$ cat src/sv/max_heap_priority_queue_core_defines.svh
// assertion macros for the max heap priority queue core
`ifndef MAX_HEAP_PRIORITY_QUEUE_CORE_DEFINES_SVH
`define MAX_HEAP_PRIORITY_QUEUE_CORE_DEFINES_SVH

// same-cycle implication, checked on the rising edge of clk outside reset
`define MHPQ_ASSERT_NOW(label, ante, cons) \
  label: assert property (@(posedge clk) disable iff (rst) (ante) |-> (cons)) \
    else $error("mhpq: same-cycle check failed");

// next-cycle implication
`define MHPQ_ASSERT_NEXT(label, ante, cons) \
  label: assert property (@(posedge clk) disable iff (rst) (ante) |=> (cons)) \
    else $error("mhpq: next-cycle check failed");

`endif

$ cat src/sv/mhpq_pkg.sv
// types and codes shared by the heap priority queue modules
package mhpq_pkg;

  localparam logic OP_INSERT = 1'b0;
  localparam logic OP_REMOVE = 1'b1;

  localparam logic [1:0] ST_OK    = 2'd0;
  localparam logic [1:0] ST_EMPTY = 2'd1;
  localparam logic [1:0] ST_FULL  = 2'd2;

  typedef struct packed {
    logic               operation;
    logic signed [31:0] value;
  } req_t;

  typedef struct packed {
    logic        [1:0]  status;
    logic signed [31:0] removed_value;
    logic signed [31:0] top_value;
    logic        [6:0]  entry_count;
  } rsp_t;

  // controller to datapath
  typedef struct packed {
    logic load;
    logic ins_init;
    logic rem_init;
    logic take_last;
    logic rd_parent;
    logic rd_children;
    logic move_up;
    logic move_down;
    logic place;
    logic set_full;
    logic set_empty;
    logic emit;
  } cmd_t;

  // datapath to controller
  typedef struct packed {
    logic op;
    logic empty;
    logic full;
    logic one_left;
    logic at_root;
    logic has_left;
    logic parent_less;
    logic child_greater;
  } sts_t;

endpackage

$ cat src/sv/mhpq_ctrl.sv
// sequencer for insert sift-up and remove sift-down
module mhpq_ctrl (
  input  logic          clk,
  input  logic          rst,
  input  logic          req_valid,
  output logic          req_stall,
  output logic          rsp_valid,
  input  logic          rsp_stall,
  input  mhpq_pkg::sts_t sts,
  output mhpq_pkg::cmd_t cmd
);
  import mhpq_pkg::*;

  localparam logic [2:0] S_IDLE      = 3'd0;
  localparam logic [2:0] S_DECODE    = 3'd1;
  localparam logic [2:0] S_LOAD_LAST = 3'd2;
  localparam logic [2:0] S_UP_CHK    = 3'd3;
  localparam logic [2:0] S_UP_CMP    = 3'd4;
  localparam logic [2:0] S_DN_CHK    = 3'd5;
  localparam logic [2:0] S_DN_CMP    = 3'd6;
  localparam logic [2:0] S_FINISH    = 3'd7;

  logic [2:0] state;
  logic [2:0] state_next;
  logic       rsp_valid_next;
  logic       out_free;

  assign req_stall = (state != S_IDLE);
  assign out_free  = !rsp_valid || !rsp_stall;

  always_comb begin
    cmd        = '0;
    state_next = state;
    unique case (state)
      S_IDLE: begin
        if (req_valid) begin
          cmd.load   = 1'b1;
          state_next = S_DECODE;
        end
      end
      S_DECODE: begin
        if (sts.op == OP_INSERT) begin
          if (sts.full) begin
            cmd.set_full = 1'b1;
            state_next   = S_FINISH;
          end else begin
            cmd.ins_init = 1'b1;
            state_next   = S_UP_CHK;
          end
        end else begin
          if (sts.empty) begin
            cmd.set_empty = 1'b1;
            state_next    = S_FINISH;
          end else begin
            cmd.rem_init = 1'b1;
            // last entry removed leaves nothing to repair
            state_next   = sts.one_left ? S_FINISH : S_LOAD_LAST;
          end
        end
      end
      S_LOAD_LAST: begin
        cmd.take_last = 1'b1;
        state_next    = S_DN_CHK;
      end
      S_UP_CHK: begin
        if (sts.at_root) begin
          cmd.place  = 1'b1;
          state_next = S_FINISH;
        end else begin
          cmd.rd_parent = 1'b1;
          state_next    = S_UP_CMP;
        end
      end
      S_UP_CMP: begin
        if (sts.parent_less) begin
          cmd.move_up = 1'b1;
          state_next  = S_UP_CHK;
        end else begin
          cmd.place  = 1'b1;
          state_next = S_FINISH;
        end
      end
      S_DN_CHK: begin
        if (!sts.has_left) begin
          cmd.place  = 1'b1;
          state_next = S_FINISH;
        end else begin
          cmd.rd_children = 1'b1;
          state_next      = S_DN_CMP;
        end
      end
      S_DN_CMP: begin
        if (sts.child_greater) begin
          cmd.move_down = 1'b1;
          state_next    = S_DN_CHK;
        end else begin
          cmd.place  = 1'b1;
          state_next = S_FINISH;
        end
      end
      S_FINISH: begin
        if (out_free) begin
          cmd.emit   = 1'b1;
          state_next = S_IDLE;
        end
      end
      default: begin
        state_next = S_IDLE;
      end
    endcase
  end

  always_comb begin
    rsp_valid_next = rsp_valid;
    priority if (cmd.emit) begin
      rsp_valid_next = 1'b1;
    end else if (rsp_valid && !rsp_stall) begin
      rsp_valid_next = 1'b0;
    end
  end

  always_ff @(posedge clk) begin
    if (rst) begin
      state     <= S_IDLE;
      rsp_valid <= 1'b0;
    end else begin
      state     <= state_next;
      rsp_valid <= rsp_valid_next;
    end
  end

endmodule

$ cat src/sv/mhpq_dp.sv
// heap memory, hole position, compare logic and result register
module mhpq_dp #(
  parameter int CAPACITY = 64
) (
  input  logic           clk,
  input  logic           rst,
  input  mhpq_pkg::cmd_t cmd,
  output mhpq_pkg::sts_t sts,
  input  mhpq_pkg::req_t req,
  output mhpq_pkg::rsp_t rsp
);
  import mhpq_pkg::*;

  localparam int AW = $clog2(CAPACITY);
  localparam int CW = $clog2(CAPACITY + 1);
  localparam int LW = AW + 2;

  logic signed [31:0] heap_mem [CAPACITY];

  logic               op_r;
  logic signed [31:0] val_r;
  logic signed [31:0] cur;
  logic [AW-1:0]      pos;
  logic [CW-1:0]      count;
  logic signed [31:0] top;
  logic signed [31:0] removed;
  logic [1:0]         status;
  logic signed [31:0] rd_a;
  logic signed [31:0] rd_b;

  logic [CW-1:0]      cnt_dec;
  logic [AW-1:0]      parent;
  logic [LW-1:0]      left;
  logic [LW-1:0]      right;
  logic [LW-1:0]      count_ext;
  logic               pick_right;
  logic [AW-1:0]      child_idx;
  logic signed [31:0] child_val;
  logic [AW-1:0]      ra;
  logic               we;
  logic signed [31:0] wdata;
  logic [31:0]        cnt_wide;

  assign cnt_dec    = count - CW'(1);
  assign parent     = (pos - AW'(1)) >> 1;
  assign left       = {1'b0, pos, 1'b1};
  assign right      = left + LW'(1);
  assign count_ext  = LW'(count);
  assign pick_right = (right < count_ext) && (rd_a < rd_b);
  assign child_idx  = pick_right ? right[AW-1:0] : left[AW-1:0];
  assign child_val  = pick_right ? rd_b : rd_a;
  assign cnt_wide   = 32'(count);

  always_comb begin
    priority if (cmd.rem_init) begin
      ra = cnt_dec[AW-1:0];
    end else if (cmd.rd_parent) begin
      ra = parent;
    end else begin
      ra = left[AW-1:0];
    end
  end

  // hole technique: the moving entry stays in cur until its slot is final
  assign we = cmd.place | cmd.move_up | cmd.move_down;
  always_comb begin
    priority if (cmd.place) begin
      wdata = cur;
    end else if (cmd.move_up) begin
      wdata = rd_a;
    end else begin
      wdata = child_val;
    end
  end

  assign sts.op            = op_r;
  assign sts.empty         = (count == '0);
  assign sts.full          = (count == CW'(CAPACITY));
  assign sts.one_left      = (count == CW'(1));
  assign sts.at_root       = (pos == '0);
  assign sts.has_left      = (left < count_ext);
  assign sts.parent_less   = (rd_a < cur);
  assign sts.child_greater = (cur < child_val);

  always_ff @(posedge clk) begin
    if (we) begin
      heap_mem[pos] <= wdata;
    end
    if (cmd.rem_init || cmd.rd_parent || cmd.rd_children) begin
      rd_a <= heap_mem[ra];
    end
    if (cmd.rd_children) begin
      rd_b <= heap_mem[right[AW-1:0]];
    end
  end

  always_ff @(posedge clk) begin
    if (rst) begin
      count <= '0;
    end else if (cmd.ins_init) begin
      count <= count + CW'(1);
    end else if (cmd.rem_init) begin
      count <= cnt_dec;
    end
  end

  always_ff @(posedge clk) begin
    if (cmd.load) begin
      op_r    <= req.operation;
      val_r   <= req.value;
      removed <= '0;
      status  <= ST_OK;
    end
    if (cmd.set_full) begin
      status <= ST_FULL;
    end
    if (cmd.set_empty) begin
      status <= ST_EMPTY;
    end
    if (cmd.ins_init) begin
      pos <= count[AW-1:0];
      cur <= val_r;
    end
    if (cmd.rem_init) begin
      pos     <= '0;
      removed <= top;
    end
    if (cmd.take_last) begin
      cur <= rd_a;
    end
    if (cmd.move_up) begin
      pos <= parent;
    end
    if (cmd.move_down) begin
      pos <= child_idx;
    end
    // shadow copy of the root slot
    if (we && pos == '0) begin
      top <= wdata;
    end
    if (cmd.emit) begin
      rsp.status        <= status;
      rsp.removed_value <= removed;
      rsp.top_value     <= (count == '0) ? 32'sd0 : top;
      rsp.entry_count   <= cnt_wide[6:0];
    end
  end

endmodule

$ cat src/sv/max_heap_priority_queue_core.sv
// top level of the binary max heap priority queue
//
//   channel | signals                      | payload
//   --------+------------------------------+--------------------------------------
//   req     | req_valid in, req_stall out  | operation, value
//   rsp     | rsp_valid out, rsp_stall in  | status, removed_value, top_value, count
//
// one transaction at a time; each heap level is a memory read followed by a
// compare and write
// reset empties the heap at once; the memory itself is never cleared
// a result waits in the output register while the next transaction is taken,
// and rsp_stall only holds the sequencer in its final state
module max_heap_priority_queue_core #(
  parameter int CAPACITY = 64
) (
  input  logic           clk,
  input  logic           rst,
  input  logic           req_valid,
  output logic           req_stall,
  input  mhpq_pkg::req_t req,
  output logic           rsp_valid,
  input  logic           rsp_stall,
  output mhpq_pkg::rsp_t rsp
);
  import mhpq_pkg::*;

  `include "max_heap_priority_queue_core_defines.svh"

  cmd_t cmd;
  sts_t sts;

  mhpq_ctrl u_ctrl (
    .clk       (clk),
    .rst       (rst),
    .req_valid (req_valid),
    .req_stall (req_stall),
    .rsp_valid (rsp_valid),
    .rsp_stall (rsp_stall),
    .sts       (sts),
    .cmd       (cmd)
  );

  mhpq_dp #(
    .CAPACITY (CAPACITY)
  ) u_dp (
    .clk (clk),
    .rst (rst),
    .cmd (cmd),
    .sts (sts),
    .req (req),
    .rsp (rsp)
  );

  `MHPQ_ASSERT_NEXT(a_busy_after_accept, req_valid && !req_stall, req_stall)
  `MHPQ_ASSERT_NOW(a_no_ins_when_full, cmd.ins_init, !sts.full)
  `MHPQ_ASSERT_NOW(a_no_rem_when_empty, cmd.rem_init, !sts.empty)
  `MHPQ_ASSERT_NOW(a_full_reports_cap, rsp_valid && rsp.status == ST_FULL, rsp.entry_count == 7'(CAPACITY))

endmodule
$ cat config.mk
export PLATFORM = sky130hd
export DESIGN_NAME = max_heap_priority_queue_core
export DESIGN_NICKNAME = d
export VERILOG_FILES = /design/src/sv/mhpq_pkg.sv /design/src/sv/mhpq_ctrl.sv /design/src/sv/mhpq_dp.sv /design/src/sv/max_heap_priority_queue_core.sv
export VERILOG_INCLUDE_DIRS = /design/src /design/src/sv
export SDC_FILE = /design/constraint.sdc
export NUM_CORES = 2
export LEC_CHECK = 0
export ABC_CLOCK_PERIOD_IN_PS = 9200
export BUFFER_PORTS_ARGS = -buffer_cell sky130_fd_sc_hd__buf_2
export CORE_MARGIN = 4
export CORE_UTILIZATION = 45
export DETAILED_ROUTE_END_ITERATION = 6
export PLACE_DENSITY = 0.64
export SLEW_MARGIN = 5
export SYNTH_ARGS = -nofsm -noshare
export SYNTH_HDL_FRONTEND = slang
export SYNTH_HIERARCHICAL = 1
export SYNTH_SLANG_ARGS = --single-unit
$ cat constraint.sdc
create_clock -name clk -period 9.2 [get_ports clk]
set_clock_uncertainty 0.15 [all_clocks]
set_input_delay 0.46 -clock clk [delete_from_list [all_inputs] [get_ports clk]]
set_output_delay 0.46 -clock clk [all_outputs]
set_load 0.02 [all_outputs]
Word-level counts from Yosys, hierarchy flattened
Memories as Yosys holds them, arrays and structs flattened. A register that Yosys moved wholly into a read port is not among the register bits.
Cells that the tools add are included.

cells by class
  order comparisons = 5
  multiplexer cells = 61
  reduce and logical (&&, ||, !) cells = 19
  equality and inequality tests = 11
  add/subtract/negate cells = 4
  bitwise operators = 2

operators with widths
  cell                                               number
  2-to-1 mux 32 bit                                  7
  less-than comparator 32 bit                        3
  2-to-1 mux 6 bit                                   7
  2-to-1 mux 1 bit                                   30
  one-hot mux 3 bit (8 select lines)                 1
  2-to-1 mux 3 bit                                   7
  2-to-1 mux 7 bit                                   2
  == test 3 bit (second input constant)              4
  2-to-1 mux 2 bit                                   6
  nonzero test 2 bit                                 5
  adder 7 x 1 -> 8 bit (second input constant)       1
  less-than comparator 8 x 7 -> 1 bit                1
  adder 7 x 1 -> 7 bit (second input constant)       1
  == test 7 x 1 -> 1 bit (second input constant)     1
  == test 7 bit (second input constant)              1
  logical NOT 7 bit                                  1
  less-than comparator 7 bit                         1
  subtractor 7 x 1 -> 7 bit (second input constant)  1
  == test 3 x 2 -> 1 bit (second input constant)     2
  logical NOT 6 bit                                  1
  subtractor 6 x 1 -> 6 bit (second input constant)  1
  one-hot mux 1 bit (4 select lines)                 1
  nonzero test 4 bit                                 1
  == test 3 x 1 -> 1 bit (second input constant)     1
  other kinds (9)                                    15

word-level totals
  flip-flop bits (word level) = 221
  memories = 1
  memory bits (writable) = 2048
  word-level logic and storage cells = 117
  output and inout bits = 75

memories
  name           depth  width  read ports  clocked after memory_dff  write ports  RTL line       text
  u_dp.heap_mem  64     32     2           2                         1            mhpq_dp.sv:18  logic signed [31:0] heap_mem [CAPACITY];

Longest topological paths before layout
  depth after elaboration = 11
  gate-level depth with buffers = 33
  depth with buffers taken out = 27

Modules after synthesis
The synthesis kept the hierarchy.

by module, submodules not included
  module     times used  cells an instance  area each (µm²)  sequential area each (µm²)
  mhpq_dp    1           7620               102474.5         69847.0
  mhpq_ctrl  1           49                 369.1            80.1

Worst setup path after synthesis
No wires, ideal clock.

  path type = register to register
  from = reg u_dp.pos[0]
  to = mem u_dp.heap_mem[0][0], data pin
  cell stages (with the launch flop) = 29
  clock period less this slack = 8.954 ns
  library setup time = 0.709 ns
  slack = 0.246 ns
  buffers on the path = 5
  data arrival time = 8.095 ns
  required time = 8.341 ns
  cell sequence = edfxtp_1 buf_6 buf_2 clkbuf_1 inv_1 ha_1 ha_1 a21oi_1 a21oi_1 a211oi_1 o21ai_0 nor3_2 buf_6 buf_6 mux2i_1 ha_1 a21o_1 a21oi_1 nor2b_1 o21ai_0 nand2b_1 a21oi_1 o21ai_0 or4b_2 o21ai_1 nor3_1 o21ai_0 o21ai_0 o21ai_0

RTL lines
  item                    RTL line        text
  start, declared         mhpq_dp.sv:23   logic [AW-1:0] pos;
  start signal, assigned  mhpq_dp.sv:121  pos <= count[AW-1:0];
  start signal, assigned  mhpq_dp.sv:132  pos <= parent;
  start signal, assigned  mhpq_dp.sv:135  pos <= child_idx;
  end, declared           mhpq_dp.sv:18

==> results.sh <==
export IMPL_synth_area_per_cell_um2=13.41
export IMPL_design_area_mm2=0.1156
export IMPL_ant_nets=0
export IMPL_synth_most_common_cell="edfxtp_1"
export IMPL_netlist_area_leader_share_pct=67.74
export IMPL_clk_path_buf_depth=3
export IMPL_cpPeakStageDelay_ps=670
export IMPL_routed_wl_um=327100
export IMPL_rsz0062_at_grt="no"
export IMPL_final_seq_area_mm2=0.06993
export IMPL_gp_congestion=0.9378
export IMPL_tightest_slew_ps=1351
export IMPL_placed_area_mm2=0.1078
export IMPL_slew_headroom_pct=9.719
export IMPL_total_power_mw=47.75
export IMPL_drcViolationCount=0
export IMPL_htree_levels=4
export IMPL_initial_core_util_pct=45.25
export IMPL_multi_input_comb_area_mm2=0.03106
export IMPL_critPathBufInv=5
export IMPL_wl_per_cell_um=29.95
export IMPL_critical_path_required_ps=9620
export IMPL_vdd_ir_drop_max_mv=0.4339
export IMPL_critical_path_class="register to register"
export IMPL_area_delta_synth_final_pct=12.39
export IMPL_cts_sinks=2333
export IMPL_place_hpwl_um=202900
export IMPL_die_y_um=486.1
export IMPL_slowest_stage="or4_1"
export IMPL_period_share_pct=92.61
export IMPL_yosys_top_cells_area="edfxtp_1 68%, nand2_1 8.0%, mux4_2 7.0%, nand3_1 3.8%, a311oi_1 3.0%"
export IMPL_hold_violations=0
export IMPL_cts_root_buf="clkbuf_16"
export IMPL_synthArstFlopShare_pct=0
export IMPL_ys_seq_elements=2333
export IMPL_coreArea_mm2=0.2273
export IMPL_synth_commonest_cells="2320 x edfxtp_1, 2183 x nand2_1, 784 x nand3_1, 357 x a311oi_1, 320 x mux4_2"
export IMPL_tns_ps=0
export IMPL_drt_initial_drc_count=9134
export IMPL_vias=68410
export IMPL_port_buffers=111
export IMPL_row_count=175
export IMPL_syn_nets=7818
export IMPL_utilization_pct=50.86
export IMPL_fin_nets=7861
export IMPL_layout_drive_gt1_share_pct=14.61
export IMPL_clk_latency_ps=880
export IMPL_post_route_min_period_ps=8520
export IMPL_io_pins=112
export IMPL_ys_flop_type="edfxtp_1"
export IMPL_synth_seq_area_share_pct=67.99
export IMPL_via_per_inst=6.263
export IMPL_yosys_area_top_type="edfxtp_1"
export IMPL_grt_pass1_vias=64790
export IMPL_dieArea_mm2=0.2363
export IMPL_drtPass1Iterations=6
export IMPL_die_x_um=486.1
export IMPL_grt_use_total_pct=27.10
export IMPL_cp_end_kind="register"
export IMPL_antenna_found_initial=19
export IMPL_syn_area_mm2=0.1028
export IMPL_cts_tree="built"
export IMPL_ctsResizeCount=0
export IMPL_crit_fanout=36
export IMPL_grt_pass1_wl_um=468200
export IMPL_yosysWarnings=6
export IMPL_startpoint_type="register"
export IMPL_netlist_instances=7669
export IMPL_fmax_mhz=117.4
export IMPL_clk_pin_slew_ps=60
export IMPL_cp_data_arrival_time_ps=8940
export IMPL_outcome="finished, final reports clean"
export IMPL_yosysUniqueCellTypes=69
export IMPL_drv_slew=0
export IMPL_cpLargestDelayFamily="simple AND/OR/NAND/NOR gates"
export IMPL_setup_viol=0
export IMPL_numCtsBuffers=223
export IMPL_powerDensity_mw_per_mm2=413.1
export IMPL_holdCritPathClass="input port to register"
export IMPL_fillers=18830
export IMPL_grt_max_degree=184
export IMPL_grt_ovfl_total=0
export IMPL_leakage_nw=39.14
export IMPL_cap_viol_max_count=0
export IMPL_synth_edf_count=2320
## path summary, 6_finish.rpt
path | start | cells after the start | end | slack, ps
setup / recovery | u_dp/rd_a[31] | 29 | u_dp/heap_mem[14][18] | 680
hold / removal | req[25] | 2 | u_dp/val_r[25] | 150
setup reg to reg | u_dp/rd_a[31] | 29 | u_dp/heap_mem[14][18] | 680
hold reg to reg | u_dp/removed[15] | 0 | u_dp/rsp[54] | 270
## final cells by class
| cell class | count | area share, % |
|---|---|---|
| Clock inverter | 141 | 1.226 |
| Clock buffer | 276 | 5.100 |
| Sequential cell | 2333 | 60.50 |
| Timing Repair Buffer | 380 | 2.765 |
| Tap cell | 3009 | 3.257 |
| Multi-Input combinational cell | 4693 | 26.87 |
| Antenna cell | 10 | 0.02165 |
| Inverter | 81 | 0.2630 |
## per-stage QoR
step	worst slack, ps	std cells	hold WS (ps)
6_report	679.5	10920	145.3
5_1_grt	347.6	10920	123.6
4_1_cts	841.0	10910	85.49
3_5_place_dp	929.9	10460	254.5
3_3_place_gp	870.8	10460	251.5
2_1_floorplan	245.8	7669	250.3
## state kept, by name, summed over array words and instances, names as in the netlist
| name | flops |
|---|---|
| u_dp/top | 32 |
| u_dp/pos | 6 |
| u_dp/cur | 32 |
| u_dp/status | 2 |
| u_dp/val_r | 32 |
| u_dp/heap_mem | 2048 |
| u_ctrl/state | 3 |
| u_ctrl/rsp_valid | 1 |
| u_dp/rsp | 73 |
| u_dp/rd_b | 32 |
| u_dp/rd_a | 32 |
| u_dp/op_r | 1 |
| u_dp/removed | 32 |
| u_dp/count | 7 |
## cell usage in the layout (no fill, tap or decap), types with 36 or more instances in the layout
| cell | n |
|---|---|
| edfxtp_1 | 2320 |
| nand2_1 | 2183 |
| nand3_1 | 784 |
| a311oi_1 | 357 |
| mux4_2 | 320 |
| clkbuf_16 | 227 |
| and3_1 | 197 |
| buf_4 | 189 |
| buf_2 | 111 |
| ha_1 | 111 |
| a31oi_1 | 94 |
| inv_1 | 80 |
| nor2_4 | 69 |
| and2_1 | 64 |
| a21oi_1 | 57 |
| clkinv_1 | 48 |
| clkbuf_1 | 46 |
| buf_12 | 42 |
| clkinv_2 | 38 |
| dlygate4sd3_1 | 38 |
| mux2i_1 | 36 |
## cells by family after synthesis
logic type                 synth area share (%)
and+or+nand+nor                           14.39
DFF                                       67.99
AOI/OAI and AO/OA                         5.537
buffers and inverters                     2.809
muxes                                     7.719
adders and majority gates                 1.363
xor gates and xnor gates                 0.1874
## metal layers
layer / share of wire (%) / vias to the layer above / track usage (%) / wire length (um)
met5: 0.010 / - / 0 / 34
met4: 5.7 / 4 / 13.76 / 18750
met3: 10 / 626 / 4.440 / 33100
met2: 46 / 4328 / 41.85 / 149800
met1: 38 / 34390 / 37.40 / 125400
li1: - / 29070 / - / -
## timing repair
item / in CTS / in global routing
hold buffers: 38 / 0
hold endpoints to repair: 77 / 0
buffers inserted: 0 / 0
endpoints found under the setup margin: 0 / 0
## power breakdown
part,internal (mW),switching [mW]
clock network,5.22,4.02
logic,6.06,16.0
registers,16.1,0.380
Note: power is estimated with default switching activity, not from simulation.
